===== config.mk =====
export PLATFORM = sky130hd
export DESIGN_NAME = one_wire_bus_master
export DESIGN_NICKNAME = d
export VERILOG_FILES = /design/src/owbm_pkg.sv /design/src/owbm_cfg.sv /design/src/owbm_core.sv /design/src/one_wire_bus_master.sv
export SDC_FILE = /design/constraint.sdc
export NUM_CORES = 1
export LEC_CHECK = 0
export BUFFER_PORTS_ARGS = -buffer_cell sky130_fd_sc_hd__buf_4
export CORE_ASPECT_RATIO = 0.6
export CORE_MARGIN = 1
export CORE_UTILIZATION = 60
export DETAILED_ROUTE_END_ITERATION = 10
export PLACE_DENSITY_LB_ADDON = 0.12
export SYNTH_ARGS = -nofsm -noshare
export SYNTH_HDL_FRONTEND = slang
export SYNTH_SLANG_ARGS = --single-unit
export TNS_END_PERCENT = 20

===== constraint.sdc =====
create_clock -name clk -period 2.54 [get_ports clk]
set_input_delay 0.381 -clock clk [delete_from_list [all_inputs] [get_ports clk]]
set_output_delay 0.381 -clock clk [all_outputs]
set_load 0.05 [all_outputs]

===== src/owbm_pkg.sv =====
// ----------------------------------------------------------------------------
// owbm_pkg
// Shared types and constants of the 1-Wire bus master.
// ----------------------------------------------------------------------------
`default_nettype none

package owbm_pkg;

	localparam int CFG_W   = 10;
	localparam int CIDX_W  = 3;
	localparam int OP_W    = 2;

	// command codes
	localparam logic [OP_W-1:0] OP_TICK  = 2'd0;
	localparam logic [OP_W-1:0] OP_RESET = 2'd1;
	localparam logic [OP_W-1:0] OP_WRITE = 2'd2;
	localparam logic [OP_W-1:0] OP_READ  = 2'd3;

	// register indexes
	localparam logic [CIDX_W-1:0] REG_RESET_LOW     = 3'd0;
	localparam logic [CIDX_W-1:0] REG_PRESENCE_WAIT = 3'd1;
	localparam logic [CIDX_W-1:0] REG_RESET_TAIL    = 3'd2;
	localparam logic [CIDX_W-1:0] REG_ONE_LOW       = 3'd3;
	localparam logic [CIDX_W-1:0] REG_ONE_HIGH      = 3'd4;
	localparam logic [CIDX_W-1:0] REG_ZERO_LOW      = 3'd5;
	localparam logic [CIDX_W-1:0] REG_ZERO_HIGH     = 3'd6;

	// register reset values
	localparam logic [CFG_W-1:0] DEF_RESET_LOW     = 10'd480;
	localparam logic [CFG_W-1:0] DEF_PRESENCE_WAIT = 10'd70;
	localparam logic [CFG_W-1:0] DEF_RESET_TAIL    = 10'd410;
	localparam logic [CFG_W-1:0] DEF_ONE_LOW       = 10'd10;
	localparam logic [CFG_W-1:0] DEF_ONE_HIGH      = 10'd55;
	localparam logic [CFG_W-1:0] DEF_ZERO_LOW      = 10'd65;
	localparam logic [CFG_W-1:0] DEF_ZERO_HIGH     = 10'd5;

	// fixed read slot timing
	localparam logic [CFG_W-1:0] RD_LOW_TICKS  = 10'd3;
	localparam logic [CFG_W-1:0] RD_WAIT_TICKS = 10'd10;
	localparam logic [CFG_W-1:0] RD_TAIL_TICKS = 10'd50;

	localparam logic [2:0] LAST_BIT = 3'd7;

	typedef struct packed {
		logic [CFG_W-1:0] reset_low;
		logic [CFG_W-1:0] presence_wait;
		logic [CFG_W-1:0] reset_tail;
		logic [CFG_W-1:0] one_low;
		logic [CFG_W-1:0] one_high;
		logic [CFG_W-1:0] zero_low;
		logic [CFG_W-1:0] zero_high;
	} cfg_t;

	typedef struct packed {
		logic [OP_W-1:0] operation;
		logic [7:0]      data_byte;
		logic            line_level;
	} item_t;

	typedef struct packed {
		logic       rejected;
		logic [7:0] read_data;
		logic       presence_detected;
		logic       done_res;
		logic       busy_res;
		logic       drive_level;
		logic       drive_enable;
	} result_t;

endpackage

`default_nettype wire


===== src/owbm_cfg.sv =====
// ----------------------------------------------------------------------------
// owbm_cfg
// Timing register file, written through a plain write port.
// ----------------------------------------------------------------------------
`default_nettype none

module owbm_cfg (
	input  wire logic                       clk,
	input  wire logic                       arst_n,
	input  wire logic                       cfg_wen,
	input  wire logic [owbm_pkg::CIDX_W-1:0] cfg_index,
	input  wire logic [owbm_pkg::CFG_W-1:0]  cfg_data,
	output owbm_pkg::cfg_t                  cfg
);
	import owbm_pkg::*;

	cfg_t cfg_q;

	always_ff @(posedge clk or negedge arst_n) begin
		if (!arst_n) begin
			cfg_q.reset_low     <= DEF_RESET_LOW;
			cfg_q.presence_wait <= DEF_PRESENCE_WAIT;
			cfg_q.reset_tail    <= DEF_RESET_TAIL;
			cfg_q.one_low       <= DEF_ONE_LOW;
			cfg_q.one_high      <= DEF_ONE_HIGH;
			cfg_q.zero_low      <= DEF_ZERO_LOW;
			cfg_q.zero_high     <= DEF_ZERO_HIGH;
		end else if (cfg_wen) begin
			unique case (cfg_index)
				REG_RESET_LOW:     cfg_q.reset_low     <= cfg_data;
				REG_PRESENCE_WAIT: cfg_q.presence_wait <= cfg_data;
				REG_RESET_TAIL:    cfg_q.reset_tail    <= cfg_data;
				REG_ONE_LOW:       cfg_q.one_low       <= cfg_data;
				REG_ONE_HIGH:      cfg_q.one_high      <= cfg_data;
				REG_ZERO_LOW:      cfg_q.zero_low      <= cfg_data;
				REG_ZERO_HIGH:     cfg_q.zero_high     <= cfg_data;
				default: ;  // no register there
			endcase
		end
	end

	assign cfg = cfg_q;

endmodule

`default_nettype wire


===== src/owbm_core.sv =====
// ----------------------------------------------------------------------------
// owbm_core
// Phase sequencer: one item per step updates timer, phase, line drive and
// shift state, and gives the result of that item.
// ----------------------------------------------------------------------------
`default_nettype none

module owbm_core #(
	parameter int TIMER_BITS = 10
) (
	input  wire logic            clk,
	input  wire logic            arst_n,
	input  wire logic            step,
	input  wire owbm_pkg::item_t item,
	input  wire owbm_pkg::cfg_t  cfg,
	output owbm_pkg::result_t    res
);
	import owbm_pkg::*;

	localparam int VW = (TIMER_BITS > CFG_W) ? TIMER_BITS : CFG_W;
	localparam logic [TIMER_BITS-1:0] TMAX = {TIMER_BITS{1'b1}};

	localparam logic [3:0] PH_IDLE     = 4'd0;
	localparam logic [3:0] PH_RST_LOW  = 4'd1;
	localparam logic [3:0] PH_RST_WAIT = 4'd2;
	localparam logic [3:0] PH_RST_TAIL = 4'd3;
	localparam logic [3:0] PH_WR_LOW   = 4'd4;
	localparam logic [3:0] PH_WR_HIGH  = 4'd5;
	localparam logic [3:0] PH_RD_LOW   = 4'd6;
	localparam logic [3:0] PH_RD_WAIT  = 4'd7;
	localparam logic [3:0] PH_RD_TAIL  = 4'd8;

	// phase length: zero acts as one, saturate at the timer maximum
	function automatic logic [TIMER_BITS-1:0] load_len(input logic [CFG_W-1:0] v);
		logic [VW-1:0] ext;
		ext = VW'(v);
		if (ext == '0)
			ext = VW'(1);
		else if (ext > VW'(TMAX))
			ext = VW'(TMAX);
		return TIMER_BITS'(ext);
	endfunction

	logic [3:0]            ph_q, ph_n;
	logic [TIMER_BITS-1:0] tmr_q, tmr_n;
	logic [2:0]            bit_q, bit_n;
	logic [7:0]            shift_q, shift_n;
	logic                  pres_q, pres_n;
	logic                  de_q, de_n;
	logic                  dl_q, dl_n;
	logic [7:0]            rd_q, rd_n;
	logic                  done, rej;

	always_comb begin
		ph_n    = ph_q;
		tmr_n   = tmr_q;
		bit_n   = bit_q;
		shift_n = shift_q;
		pres_n  = pres_q;
		de_n    = de_q;
		dl_n    = dl_q;
		rd_n    = rd_q;
		done    = 1'b0;
		rej     = 1'b0;
		if (item.operation == OP_TICK) begin
			if (ph_q != PH_IDLE) begin
				if (tmr_q[TIMER_BITS-1:1] == '0) begin
					tmr_n = '0;
					unique case (ph_q)
						PH_RST_LOW: begin
							de_n  = 1'b0;
							ph_n  = PH_RST_WAIT;
							tmr_n = load_len(cfg.presence_wait);
						end
						PH_RST_WAIT: begin
							pres_n = ~item.line_level;
							ph_n   = PH_RST_TAIL;
							tmr_n  = load_len(cfg.reset_tail);
						end
						PH_RST_TAIL: begin
							ph_n = PH_IDLE;
							done = 1'b1;
						end
						PH_WR_LOW: begin
							de_n  = 1'b1;
							dl_n  = 1'b1;
							ph_n  = PH_WR_HIGH;
							tmr_n = load_len(shift_q[0] ? cfg.one_high : cfg.zero_high);
						end
						PH_WR_HIGH: begin
							shift_n = {1'b0, shift_q[7:1]};
							if (bit_q == LAST_BIT) begin
								ph_n = PH_IDLE;
								done = 1'b1;
							end else begin
								bit_n = bit_q + 3'd1;
								de_n  = 1'b1;
								dl_n  = 1'b0;
								ph_n  = PH_WR_LOW;
								// next slot uses the bit just shifted down
								tmr_n = load_len(shift_q[1] ? cfg.one_low : cfg.zero_low);
							end
						end
						PH_RD_LOW: begin
							de_n  = 1'b0;
							ph_n  = PH_RD_WAIT;
							tmr_n = load_len(RD_WAIT_TICKS);
						end
						PH_RD_WAIT: begin
							shift_n = {item.line_level, shift_q[7:1]};
							ph_n    = PH_RD_TAIL;
							tmr_n   = load_len(RD_TAIL_TICKS);
						end
						PH_RD_TAIL: begin
							if (bit_q == LAST_BIT) begin
								rd_n = shift_q;
								ph_n = PH_IDLE;
								done = 1'b1;
							end else begin
								bit_n = bit_q + 3'd1;
								de_n  = 1'b1;
								dl_n  = 1'b0;
								ph_n  = PH_RD_LOW;
								tmr_n = load_len(RD_LOW_TICKS);
							end
						end
						default: ph_n = PH_IDLE;
					endcase
				end else begin
					tmr_n = tmr_q - TIMER_BITS'(1);
				end
			end
		end else if (ph_q != PH_IDLE) begin
			rej = 1'b1;
		end else begin
			bit_n = '0;
			de_n  = 1'b1;
			dl_n  = 1'b0;
			unique case (item.operation)
				OP_RESET: begin
					ph_n  = PH_RST_LOW;
					tmr_n = load_len(cfg.reset_low);
				end
				OP_WRITE: begin
					shift_n = item.data_byte;
					ph_n    = PH_WR_LOW;
					tmr_n   = load_len(item.data_byte[0] ? cfg.one_low : cfg.zero_low);
				end
				default: begin
					shift_n = '0;
					ph_n    = PH_RD_LOW;
					tmr_n   = load_len(RD_LOW_TICKS);
				end
			endcase
		end
	end

	always_ff @(posedge clk or negedge arst_n) begin
		if (!arst_n) begin
			ph_q    <= PH_IDLE;
			tmr_q   <= '0;
			bit_q   <= '0;
			shift_q <= '0;
			pres_q  <= 1'b0;
			de_q    <= 1'b0;
			dl_q    <= 1'b1;
			rd_q    <= '0;
		end else if (step) begin
			ph_q    <= ph_n;
			tmr_q   <= tmr_n;
			bit_q   <= bit_n;
			shift_q <= shift_n;
			pres_q  <= pres_n;
			de_q    <= de_n;
			dl_q    <= dl_n;
			rd_q    <= rd_n;
		end
	end

	assign res.drive_enable      = de_n;
	assign res.drive_level       = de_n & dl_n;
	assign res.busy_res          = (ph_n != PH_IDLE);
	assign res.done_res          = done;
	assign res.presence_detected = pres_n;
	assign res.read_data         = rd_n;
	assign res.rejected          = rej;

endmodule

`default_nettype wire


===== src/one_wire_bus_master.sv =====
// ----------------------------------------------------------------------------
// one_wire_bus_master
// 1-Wire bus master stepped by one-microsecond tick transfers.
// ----------------------------------------------------------------------------
// Every input transfer (tick, bus reset, write byte or read byte) yields
// exactly one result transfer with the line drive and status after it. The
// block takes one transfer per clock while the result side keeps up: an
// input register feeds the phase sequencer, whose combinational update loads
// the result register, and a stalled result side holds both registers.
// Commands that arrive while a sequence runs are ignored and flagged as
// rejected. Timing registers are to be written by the user through the cfg
// port only while no transfer is in flight; the block itself does not enforce
// it. A change made during a sequence applies from the next phase loaded.
// ----------------------------------------------------------------------------
`default_nettype none

module one_wire_bus_master #(
	parameter int TIMER_BITS = 10
) (
	input  wire logic                        clk,
	input  wire logic                        arst_n,
	input  wire logic                        s_tvalid,
	output logic                             s_tready,
	input  wire logic [15:0]                 s_tdata,   // [7:0] data_byte, [8] line_level
	input  wire logic [1:0]                  s_tuser,   // [1:0] operation
	output logic                             m_tvalid,
	input  wire logic                        m_tready,
	// [0] drive_enable, [1] drive_level, [2] busy_res, [3] done_res,
	// [4] presence_detected, [12:5] read_data, [13] rejected
	output logic [15:0]                      m_tdata,
	input  wire logic                        cfg_wen,
	input  wire logic [owbm_pkg::CIDX_W-1:0] cfg_index,
	input  wire logic [owbm_pkg::CFG_W-1:0]  cfg_data
);
	import owbm_pkg::*;

	cfg_t    cfg;
	item_t   item_s1;
	logic    valid_s1;
	result_t res;
	logic    out_valid_q;
	result_t out_q;
	logic    step;

	assign step     = valid_s1 && (!out_valid_q || m_tready);
	assign s_tready = !valid_s1 || step;

	always_ff @(posedge clk or negedge arst_n) begin
		if (!arst_n)
			valid_s1 <= 1'b0;
		else if (s_tready)
			valid_s1 <= s_tvalid;
	end

	always_ff @(posedge clk) begin
		if (s_tvalid && s_tready) begin
			item_s1.operation  <= s_tuser;
			item_s1.data_byte  <= s_tdata[7:0];
			item_s1.line_level <= s_tdata[8];
		end
	end

	owbm_cfg u_cfg (
		.clk       (clk),
		.arst_n    (arst_n),
		.cfg_wen   (cfg_wen),
		.cfg_index (cfg_index),
		.cfg_data  (cfg_data),
		.cfg       (cfg)
	);

	owbm_core #(
		.TIMER_BITS (TIMER_BITS)
	) u_core (
		.clk    (clk),
		.arst_n (arst_n),
		.step   (step),
		.item   (item_s1),
		.cfg    (cfg),
		.res    (res)
	);

	always_ff @(posedge clk or negedge arst_n) begin
		if (!arst_n)
			out_valid_q <= 1'b0;
		else if (!out_valid_q || m_tready)
			out_valid_q <= valid_s1;
	end

	always_ff @(posedge clk) begin
		if (step)
			out_q <= res;
	end

	assign m_tvalid = out_valid_q;
	assign m_tdata  = {2'b00, out_q};

endmodule

`default_nettype wire


==> run summary, run 1 <==
==================================================================================
Status .............................................................. finished clean
Clock Pin Slew Worst Setup and Hold Paths ...........................      0.06 ns
Global-route wire length before repair ..............................     30900 µm
Highest-count cells in the layout ignoring fill and taps ............ sky130_fd_sc_hd__mux2_2 (103), sky130_fd_sc_hd__dfrtp_1 (84), sky130_fd_sc_hd__buf_4 (83)
Chip height .........................................................      85.7 µm
Max_cap viols .......................................................            0
Int Power ...........................................................      5620 µW
Violation count after the first detailed-route iteration ............          669
Share of total power in combinational logic .........................        29.9%
Average cell area after synthesis ...................................     11.5 µm²
Via total after detailed routing ....................................         5633
Total global routing track utilization ..............................        34.7%
TritonCTS Buffers ...................................................           17
CP delay by family, top ............................................. compound AO/OA/AOI/OAI gates
Number of antenna violations at the first check in global routing ...            0
FFs w/ async S/R, synth .............................................        81.2%
Critical path endpoint category .....................................    flip-flop
Worst rel slew slack ................................................        39.2%
Worst setup path class ..............................................   reg -> reg
Number of setup violations in the final report ......................            0
Core Area ...........................................................    11300 µm²
Maximum number of pins on one net before global-route repair ........           77
Netlist Area Pre-Place ..............................................     7000 µm²
Wirelength per Cell .................................................      23.3 µm
Clock insertion delay at the later pin of the skew report ...........      0.43 ns
DRC violation count after routing ...................................            0
Std-Cell Rows .......................................................           30
Clock tree sinks ....................................................          133
Data arrival time of the critical path ..............................      2.71 ns
Total die area ......................................................    12100 µm²
Leading register cell type out of synthesis ......................... sky130_fd_sc_hd__dfrtp_1
Most common cell after layout, fill and taps aside .................. sky130_fd_sc_hd__mux2_2
Data required time of the worst path ................................      2.78 ns
Via count of the first global-routing pass ..........................         5475
Total iterations of the first detailed-routing run ..................            5
Maximum buffer depth of the clock tree ..............................            2
Number of buffers inserted by port buffering ........................           44
Register area share after synthesis .................................        49.8%
Post-synth cell types ...............................................           71
Worst path slowest cell ............................................. sky130_fd_sc_hd__o311ai_0
Signed area change from the synthesized netlist to the final layout .        19.6%
Overflow after GRT ..................................................            0
Count of nets after finishing .......................................          716
Worst ir drop on vdd ................................................   0.000763 V
Fmax ................................................................    0.404 GHz
Final clock skew ....................................................    0.0143 ns
Post-CTS setup buffers ..............................................            0
Launching element type of the critical path .........................    flip-flop
Delay of the slowest cell on the worst path .........................      0.71 ns
CTS tree ............................................................         done
Switching power share of the total ..................................        34.0%
Total Power .........................................................      8510 µW
Unrepaired setup endpoints after global routing .....................        false
Fraction of power consumed by sequential logic ......................        37.4%
Switching power .....................................................      2900 µW
Post-route setup TNS ................................................         0 ns
# IOs ...............................................................           54
Final Routed Wirelength .............................................     19700 µm
Width of the die ....................................................       141 µm
Least-Margin Pin Slew ...............................................     0.899 ns
Number of enable flip-flop cells after synthesis ....................           25
Worst-path maximum fanout ...........................................           29
Minimum clock period after layout ...................................      2.47 ns
Synthesized flop and latch total ....................................          133
Buf/Inv on CP .......................................................            1
Clock Root Buffer ................................................... sky130_fd_sc_hd__clkbuf_16
Leak ................................................................   0.00340 µW
Dpl hpwl ............................................................     14100 µm
H-Tree Level Count ..................................................            4
Type of the worst min-delay path ....................................    in -> reg
Gate count of the mapped netlist ....................................          608
Total power density per cell area ...................................  1020 nW/µm²
Final weighted congestion in routability-driven placement ...........        0.995
Fraction of layout instances using a drive strength above 1 .........        37.3%
Final antenna-violating net count ...................................            0
Yosys Warn Count ....................................................            0
Crit path cell chain ................................................ buf_4, nor2b_1, a22oi_1, o32ai_1, o311ai_0, o221ai_1
Number of max-slew violations in the final report ...................            0
Diodes inserted .....................................................            0
Effective utilization at floorplan ..................................        61.7%
Post-route clock period utilization .................................        97.4%
DR vias/cell ........................................................         6.66
Proportion of power drawn by the clock network ......................        32.8%
Fin. Hold Viols .....................................................            0
# fillers ...........................................................          784
==================================================================================
[cells by family after synthesis]
| group | after synthesis | synth area share, % |
|---|---|---|
| AND/OR/NAND/NOR | 159 | 13.2 |
| AO/OA/AOI/OAI | 137 | 13.4 |
| flip-flops | 133 | 49.8 |
| multiplexers | 118 | 18.7 |
| buffers and inverters | 49 | 2.97 |
| adder cells (fa/ha/maj) | 7 | 1.25 |
| XOR/XNOR | 4 | 0.608 |
| other | 1 | 0.0536 |
[registers in the layout, summed over array words and instances, names as in the netlist]
name	count
u_core.de_q	1
m_tdata	14
u_core.rd_q	8
valid_s1	1
u_core.dl_q	1
u_core.shift_q	8
item_s1	11
u_core.bit_q	3
u_cfg.cfg	70
m_tvalid	1
u_core.ph_q	4
u_core.tmr_q	10
u_core.pres_q	1
[metal layers]
layer | vias up | global-route usage (%) | part of all wire [%]
met2 | 304 | 47.5 | 42
met5 | - | 0 | 0
li1 | 2466 | - | -
met3 | 55 | 12.2 | 10
met4 | 0 | 11.7 | 2.1
met1 | 2808 | 51.0 | 46
[worst reg2reg max path: stages, from the launching register on]
cell,delay (ns)
sky130_fd_sc_hd__dfrtp_1,0.42
sky130_fd_sc_hd__buf_4,0.24
sky130_fd_sc_hd__nor2b_1,0.24
sky130_fd_sc_hd__a22oi_1,0.23
sky130_fd_sc_hd__o32ai_1,0.17
sky130_fd_sc_hd__o311ai_0,0.71
sky130_fd_sc_hd__o221ai_1,0.27
[repair_timing]
item                                    CTS  global route
resized for setup                         0             1
hold buffers                              1             0
endpoints found under the hold margin    26             0
endpoints found under the setup margin    0             1
[worst paths after layout]
check	slack, ns	cells past startpoint	from	endpoint
worst max-delay path	0.07	6	u_core.ph_q[0]$_DFFE_PN0P_	u_core.tmr_q[0]$_DFFE_PN0P_
worst min register to register	0.50	1	u_core.rd_q[7]$_DFFE_PN0P_	u_core.rd_q[7]$_DFFE_PN0P_
worst max register to register	0.07	6	u_core.ph_q[0]$_DFFE_PN0P_	u_core.tmr_q[0]$_DFFE_PN0P_
min in group asynchronous	0.45	2	arst_n	u_core.rd_q[3]$_DFFE_PN0P_
max in group asynchronous	1.29	3	arst_n	u_cfg.cfg[67]$_DFFE_PN1P_
worst min-delay path	0.12	1	s_tdata[7]	item_s1[8]$_DFFE_PP_
[metrics by stage]
| stage | instance area [µm²] | util, % | cells | hold slack, ns | setup WS, ns |
|---|---|---|---|---|---|
| final | 8370 | 73.8 | 846 | 0.121 | 0.0668 |
| after global routing | 8370 | 73.8 | 846 | 0.120 | 0.0441 |
| after CTS | 8360 | 73.8 | 846 | 0.119 | 0.168 |
| after detailed placement | 7690 | 67.8 | 813 | 0.366 | 0.225 |
| after global placement | 7690 | 67.8 | 813 | 0.349 | 0.283 |
| after floorplan | 7000 | - | 609 | 0.0854 | 0.278 |
[final cells by class]
class	instances	area, µm²	area share, %
Inverter	8	30.0	0.359
Sequential cell	133	3480	41.6
Multi-Input combinational cell	427	3310	39.6
Clock buffer	21	472	5.64
Clock inverter	11	195	2.33
Timing Repair Buffer	86	673	8.05
Tap cell	160	200	2.39
[synth_stat cells, types with 9 or more instances]
library cell	n	area, µm²
sky130_fd_sc_hd__dfstp_2	24	631
sky130_fd_sc_hd__mux2i_1	15	150
sky130_fd_sc_hd__o21ai_0	18	90.1
sky130_fd_sc_hd__a22oi_1	18	135
sky130_fd_sc_hd__a21oi_1	28	140
sky130_fd_sc_hd__nand4_1	10	62.6
sky130_fd_sc_hd__nand2_1	27	101
sky130_fd_sc_hd__nor2_1	31	116
sky130_fd_sc_hd__a31oi_1	13	81.3
sky130_fd_sc_hd__nand2b_1	9	56.3
sky130_fd_sc_hd__mux2_2	103	1160
sky130_fd_sc_hd__nand3_1	11	55.1
sky130_fd_sc_hd__o211ai_1	11	82.6
sky130_fd_sc_hd__clkbuf_1	27	101
sky130_fd_sc_hd__nor4_1	10	62.6
sky130_fd_sc_hd__dfrtp_1	84	2100
sky130_fd_sc_hd__edfxtp_1	25	751
[power by group through the flow]
| stage | combinational, µW | clock, µW | sequential (µW) |
|---|---|---|---|
| 3_5_place_dp | 2440 | 0 | 3180 |
| 5_1_grt | 2720 | 2890 | 3230 |
| 6_report | 2540 | 2790 | 3180 |
| 3_3_place_gp | 2380 | 0 | 3140 |
| 2_1_floorplan | 1650 | 0 | 3060 |
| 4_1_cts | 2470 | 2800 | 3160 |
Note: power is estimated with default switching activity, not from simulation.
==> run 2, diff against run 1 <==
Clock period 2.54 ns to 2.9 ns, I/O delays scaled along.
==> run 2 against run 1 <==
  * Setup slack gained 0.25 ns
  * First-iteration DRC count down 6.3%
  * The flow now finishes with violations (negative hold slack)
  * Global-route usage down 0.67 points
  * Routed wire length down 1.5%
  * Cell area decreased by 2.1%
  * Die area unchanged
  * Count of clock-buffer cells in the layout decreased by 2
  * Worst hold slack worse by 0.14 ns
  * Sequential power shrank 11%
  * Via count decreased by 1.7%
==> run summary, run 2 (same netlist as run 1, synthesis figures left out) <==
==================================================================================
Data arrival time of the critical path ..............................      2.75 ns
# IOs ...............................................................           54
Type of the worst min-delay path ....................................  in -> async
Clock insertion delay at the later pin of the skew report ...........      0.42 ns
Post-route core utilization .........................................        72.2%
Global-route wire length before repair ..............................     30200 µm
DR vias/cell ........................................................         6.66
Met2 track demand over resource .....................................        46.8%
Post-route clock period utilization .................................        89.1%
Width of the die ....................................................       141 µm
Final Instance Area .................................................     8190 µm²
Number of max-slew violations in the final report ...................            0
Hold WS .............................................................   -0.0214 ns
Unrepaired setup endpoints after global routing .....................        false
Fraction of layout instances using a drive strength above 1 .........        36.3%
Global-route layer with the greatest usage ..........................         met1
Via total after detailed routing ....................................         5538
Launching element type of the critical path .........................    flip-flop
Worst setup path class ..............................................   reg -> reg
Worst path slowest cell ............................................. sky130_fd_sc_hd__nand3_1
CTS-repair resized insts ............................................            0
Buf/Inv on CP .......................................................            2
Highest-count cells in the layout ignoring fill and taps ............ sky130_fd_sc_hd__mux2_2 (103), sky130_fd_sc_hd__dfrtp_1 (84), sky130_fd_sc_hd__buf_4 (71)
Delay of the slowest cell on the worst path .........................      0.47 ns
Non-filler instance count after layout ..............................          832
Chip height .........................................................      85.7 µm
Fmax ................................................................    0.387 GHz
Critical path endpoint category .....................................    flip-flop
Number of antenna violations at the first check in global routing ...            0
Std-Cell Rows .......................................................           30
Total power density per cell area ...................................   883 nW/µm²
Hold buffer count at CTS ............................................            0
Number of buffers inserted by port buffering ........................           44
Total Power .........................................................      7230 µW
Signed area change from the synthesized netlist to the final layout .        17.0%
Maximum number of pins on one net before global-route repair ........           72
Status .............................................................. finished with violations
Minimum clock period after layout ...................................      2.58 ns
CP delay by family, top ............................................. simple AND/OR/NAND/NOR gates
Dpl hpwl ............................................................     13700 µm
Fin. Hold Viols .....................................................            9
Effective utilization at floorplan ..................................        61.7%
TritonCTS Buffers ...................................................           17
Total iterations of the first detailed-routing run ..................            5
Maximum buffer depth of the clock tree ..............................            2
Total die area ......................................................    12100 µm²
Count of nets after finishing .......................................          702
CTS tree ............................................................         done
Post-CTS setup buffers ..............................................            0
Crit path cell chain ................................................ inv_1, ha_1, buf_4, nor2b_1, nand3_1, mux2_2
Final clock skew ....................................................   0.00625 ns
Max_cap viols .......................................................            0
Number of setup violations in the final report ......................            0
Final Routed Wirelength .............................................     19400 µm
Violations in the final reports ..................................... negative hold slack
Diodes inserted .....................................................            0
Data required time of the worst path ................................      3.07 ns
Via count of the first global-routing pass ..........................         5278
Worst ir drop on vdd ................................................   0.000467 V
Clock Pin Slew Worst Setup and Hold Paths ...........................      0.06 ns
Post-route setup TNS ................................................         0 ns
Worst rel slew slack ................................................        35.9%
Overflow after GRT ..................................................            0
H-Tree Level Count ..................................................            4
Clock Root Buffer ................................................... sky130_fd_sc_hd__clkbuf_16
Least-Margin Pin Slew ...............................................     0.956 ns
Slack of the worst reg-to-reg path ..................................      0.32 ns
Violation count after the first detailed-route iteration ............          627
Most common cell after layout, fill and taps aside .................. sky130_fd_sc_hd__mux2_2
Placed Instances ....................................................          800
DRC violation count after routing ...................................            0
Max FFs per register ................................................           70
Final weighted congestion in routability-driven placement ...........        0.990
Leak ................................................................   0.00331 µW
Wirelength per Cell .................................................      23.3 µm
Total global routing track utilization ..............................        34.1%
Core Area ...........................................................    11300 µm²
Worst-path maximum fanout ...........................................           19
Clock tree sinks ....................................................          133
Final antenna-violating net count ...................................            0
Global routing usage on met1 ........................................        50.0%
Placed cell area ....................................................     7580 µm²
Met3 Track Usage GR .................................................        13.0%
==================================================================================
## run 2: metal layers
metal,vias to the layer above,share of wire (%)
met5,-,0
met4,0,1.4
met3,32,12
met2,288,41
met1,2783,45
li1,2435,-
## run 2: power by group
group / internal (µW) / leakage, µW / switching, µW
combinational: 924 / 0.00149 / 1220
sequential: 2360 / 0.00152 / 468
clock: 1390 / 0.000300 / 873
## run 2: layout make-up
type	count	area, µm²
sequential	133	3480
multi-input combinational	427	3310
fill	798	3150
timing repair buffer	72	553
clock buffer	19	443
tap	160	200
clock inverter	13	169
inverter	8	30.0
## run 2: metrics by stage
stage	hold slack (ns)	worst slack (ns)
detailed placement	0.450	0.433
floorplan	0.139	0.638
global route	0.0285	0.195
global placement	0.433	0.486
CTS	0.00847	0.383
finish	-0.0214	0.316
## run 2: path summary, 6_finish.rpt
path,cells after the start,from,endpoint
min reg2reg,2,u_core.pres_q$_DFFE_PN0P_,u_core.pres_q$_DFFE_PN0P_
max,6,item_s1[9]$_DFFE_PP_,m_tdata[9]$_DFFE_PP_
max in group asynchronous,2,arst_n,u_cfg.cfg[20]$_DFFE_PN1P_
max reg2reg,6,item_s1[9]$_DFFE_PP_,m_tdata[9]$_DFFE_PP_
min in group clk,1,s_tdata[2],item_s1[3]$_DFFE_PP_
min,1,arst_n,u_core.rd_q[2]$_DFFE_PN0P_
==> run 3, diff against run 2 <==
Settings changed: CAP_MARGIN from default to 10, SYNTH_HIERARCHICAL from default to 1.
==> run 3 against run 2 <==
  * The run now ends clean
  * Register-to-register slack got worse by 0.02 ns
  * Non-clock buffer count decreased by 9
  * Synthesized area increased by 0.79%
  * Die area increased by 0.77%
  * Critical endpoint is now m_tdata[2]$_DFFE_PP_
  * Largest power group unchanged
  * Highest routed layer unchanged
==> run summary, run 3 <==
==================================================================================
TritonCTS Buffers ...................................................           17
Worst Hold Launch ...................................................   s_tdata[3]
Register area share after synthesis .................................        49.4%
Synthesized flop and latch total ....................................          133
Average cell area after synthesis ...................................     12.0 µm²
Hold WS .............................................................     0.188 ns
Total die area ......................................................    12200 µm²
Gate count of the mapped netlist ....................................          588
Violation count after the first detailed-route iteration ............          647
Clock Root Buffer ................................................... sky130_fd_sc_hd__clkbuf_16
# fillers ...........................................................          803
Worst hold stages ...................................................            1
Type of the worst min-delay path ....................................    in -> reg
Via total after detailed routing ....................................         5339
Worst slack at placement ............................................     0.376 ns
Via count of the first global-routing pass ..........................         5041
Launching element type of the critical path .........................    flip-flop
Effective utilization at floorplan ..................................        62.0%
Chip height .........................................................      86.0 µm
Final antenna-violating net count ...................................            0
Worst reg2reg path startpoint ....................................... u_core/tmr_q[3]$_DFFE_PN0P_
Hold Path End ....................................................... item_s1[4]$_DFFE_PP_
Worst rel slew slack ................................................        48.4%
Leak ................................................................   0.00333 µW
Std-Cell Rows .......................................................           30
Final Instance Area .................................................     8160 µm²
Post-route setup TNS ................................................         0 ns
Fin. Hold Viols .....................................................            0
Placed cell area ....................................................     7500 µm²
Signed area change from the synthesized netlist to the final layout .        15.7%
Yosys Warn Count ....................................................            6
Final clock skew ....................................................   0.00721 ns
Netlist Area Pre-Place ..............................................     7050 µm²
Slack of the worst reg-to-reg path ..................................      0.30 ns
Crit path cell chain ................................................ nor4_4, nand4_1, buf_4, a311oi_1, a21oi_1, a2111oi_1, nand2_1
Number of setup violations in the final report ......................            0
Overflow after GRT ..................................................            0
CTS tree ............................................................         done
Width of the die ....................................................       142 µm
Leading register cell type out of synthesis ......................... sky130_fd_sc_hd__dfrtp_1
Diodes inserted .....................................................            0
Clock Pin Slew Worst Setup and Hold Paths ...........................      0.06 ns
Area used by multi-input combinational logic ........................     3290 µm²
Count of nets after finishing .......................................          674
Synth top area cells ................................................ sky130_fd_sc_hd__dfrtp_1 (30%), sky130_fd_sc_hd__mux2_2 (12%), sky130_fd_sc_hd__edfxtp_1 (11%)
Data required time of the worst path ................................      3.05 ns
Clock insertion delay at the later pin of the skew report ...........      0.42 ns
Final weighted congestion in routability-driven placement ...........        0.942
Number of max-slew violations in the final report ...................            0
Total power density per cell area ...................................   875 nW/µm²
Worst path slowest cell ............................................. sky130_fd_sc_hd__dfrtp_1
Most common cell in the netlist ..................................... sky130_fd_sc_hd__dfrtp_1
Register-to-Register Path Depth .....................................            7
Max_cap viols .......................................................            0
FFs w/ async S/R, synth .............................................        81.2%
Total iterations of the first detailed-routing run ..................            5
Status .............................................................. finished clean
Cell types with the highest counts after synthesis .................. sky130_fd_sc_hd__dfrtp_1 (84), sky130_fd_sc_hd__mux2_2 (75), sky130_fd_sc_hd__nand2_1 (31)
Data arrival time of the critical path ..............................      2.75 ns
Number of enable flip-flop cells after synthesis ....................           25
Terminus of the critical flop-to-flop path .......................... m_tdata[2]$_DFFE_PP_
Post-route clock period utilization .................................        89.6%
Global-route wire length before repair ..............................     28600 µm
Maximum number of pins on one net before global-route repair ........           77
Core Area ...........................................................    11400 µm²
Area share of the largest cell type after synthesis .................        29.8%
Biggest area consumer among synthesized cells ....................... sky130_fd_sc_hd__dfrtp_1
Fraction of layout instances using a drive strength above 1 .........        36.9%
Max FFs per register ................................................           70
Worst ir drop on vdd ................................................   0.000397 V
Total Power .........................................................      7140 µW
Final Routed Wirelength .............................................     18100 µm
Total global routing track utilization ..............................        31.8%
Clock tree sinks ....................................................          133
Register area .......................................................     3480 µm²
Number of buffers inserted by port buffering ........................           44
Critical path endpoint category .....................................    flip-flop
# IOs ...............................................................           54
Worst setup path class ..............................................   reg -> reg
DR vias/cell ........................................................         6.65
Least-Margin Pin Slew ...............................................     0.774 ns
Most common cell after layout, fill and taps aside .................. sky130_fd_sc_hd__dfrtp_1
Minimum clock period after layout ...................................      2.60 ns
Post-synth cell types ...............................................           70
Dpl hpwl ............................................................     12500 µm
Number of antenna violations at the first check in global routing ...            1
Wirelength per Cell .................................................      22.5 µm
Delay of the slowest cell on the worst path .........................      0.47 ns
Unrepaired setup endpoints after global routing .....................        false
Maximum buffer depth of the clock tree ..............................            2
Worst-path maximum fanout ...........................................           11
H-Tree Level Count ..................................................            4
Final critical-path setup slack .....................................     0.300 ns
Highest-count cells in the layout ignoring fill and taps ............ sky130_fd_sc_hd__dfrtp_1 (84), sky130_fd_sc_hd__mux2_2 (75), sky130_fd_sc_hd__buf_4 (61)
DRC violation count after routing ...................................            0
Fmax ................................................................    0.385 GHz
==================================================================================
-- run 3: changes by cell type in the layout (fill, tap and decap cells not counted), moves of 5 or more --
cell                       delta
sky130_fd_sc_hd__mux2_4      +30
sky130_fd_sc_hd__o211ai_1    -10
sky130_fd_sc_hd__nor4b_1      -6
sky130_fd_sc_hd__o21ai_0      +9
sky130_fd_sc_hd__buf_4       -10
sky130_fd_sc_hd__inv_1        +5
sky130_fd_sc_hd__a31oi_1      -9
sky130_fd_sc_hd__o21ai_1      +6
sky130_fd_sc_hd__nor2_1       -8
sky130_fd_sc_hd__nand4_1      -7
sky130_fd_sc_hd__mux2_2      -28
sky130_fd_sc_hd__a22o_1       -6
-- run 3: through the flow --
step / instances / util, %
floorplan: 589 / -
global placement: 770 / 65.9
detailed placement: 770 / 65.9
CTS: 803 / 71.7
global route: 803 / 71.7
finish: 803 / 71.7
-- run 3: area by class of cell --
cell class | instances | share of cell area, %
sequential | 133 | 42.7
timing repair buffer | 63 | 5.98
multi-input combinational | 402 | 40.3
inverter | 13 | 0.598
clock inverter | 12 | 2.10
clock buffer | 20 | 5.87
tap | 160 | 2.45
-- run 3: how the worst max path moves through the flow --
stage	startpoint	to	slack (ns)
finish	u_core/tmr_q[3]$_DFFE_PN0P_	m_tdata[2]$_DFFE_PP_	0.30
global placement	u_core/tmr_q[3]$_DFFE_PN0P_	u_core/rd_q[5]$_DFFE_PN0P_	0.44
global route	u_core/tmr_q[3]$_DFFE_PN0P_	m_tdata[2]$_DFFE_PP_	0.06
CTS	u_core/tmr_q[3]$_DFFE_PN0P_	m_tdata[2]$_DFFE_PP_	0.32
detailed placement	u_core/tmr_q[3]$_DFFE_PN0P_	u_core/rd_q[5]$_DFFE_PN0P_	0.38
floorplan	item_s1[9]$_DFFE_PP_	u_core/shift_q[5]$_DFFE_PN0P_	0.63
-- run 3: metal layers --
metal | part of all wire [%] | track usage, % | vias to the layer above
li1 | - | - | 2293
met1 | 48 | 48.9 | 2698
met2 | 42 | 43.8 | 320
met3 | 8.9 | 7.15 | 28
met4 | 1.5 | 11.2 | 0
met5 | 0 | 0 | -
-- run 3: power by group --
group	switching, µW	total (µW)	internal (µW)
combinational	1130	2000	874
sequential	408	2760	2350
clock	839	2380	1540
-- run 3: what timing repair did --
action / CTS / global route
endpoints found under the hold margin: 26 / 0
hold buffers: 1 / 0
buffers inserted: 0 / 0
resized for setup: 0 / 1
endpoints found under the setup margin: 0 / 1
-- run 3: kinds of logic (layout without fill, tap and decap cells) --
group	after synthesis	count (layout)	share of synthesized area, %
mux	121	121	20.6
other cells	1	2	0.0532
buf+inv	54	108	4.08
fa+ha+maj	8	8	1.42
compound gates	125	125	11.5
xor+xnor	3	3	0.373
flops	133	133	49.4
simple gates	143	143	12.5
-- run 3: critical path: cells and delay by family, from the launching register on --
| family | cells | cell delay, ns |
|---|---|---|
| AO/OA/AOI/OAI | 3 | 0.71 |
| flip-flops | 1 | 0.47 |
| AND/OR/NAND/NOR | 3 | 0.86 |
| buffers and inverters | 1 | 0.28 |
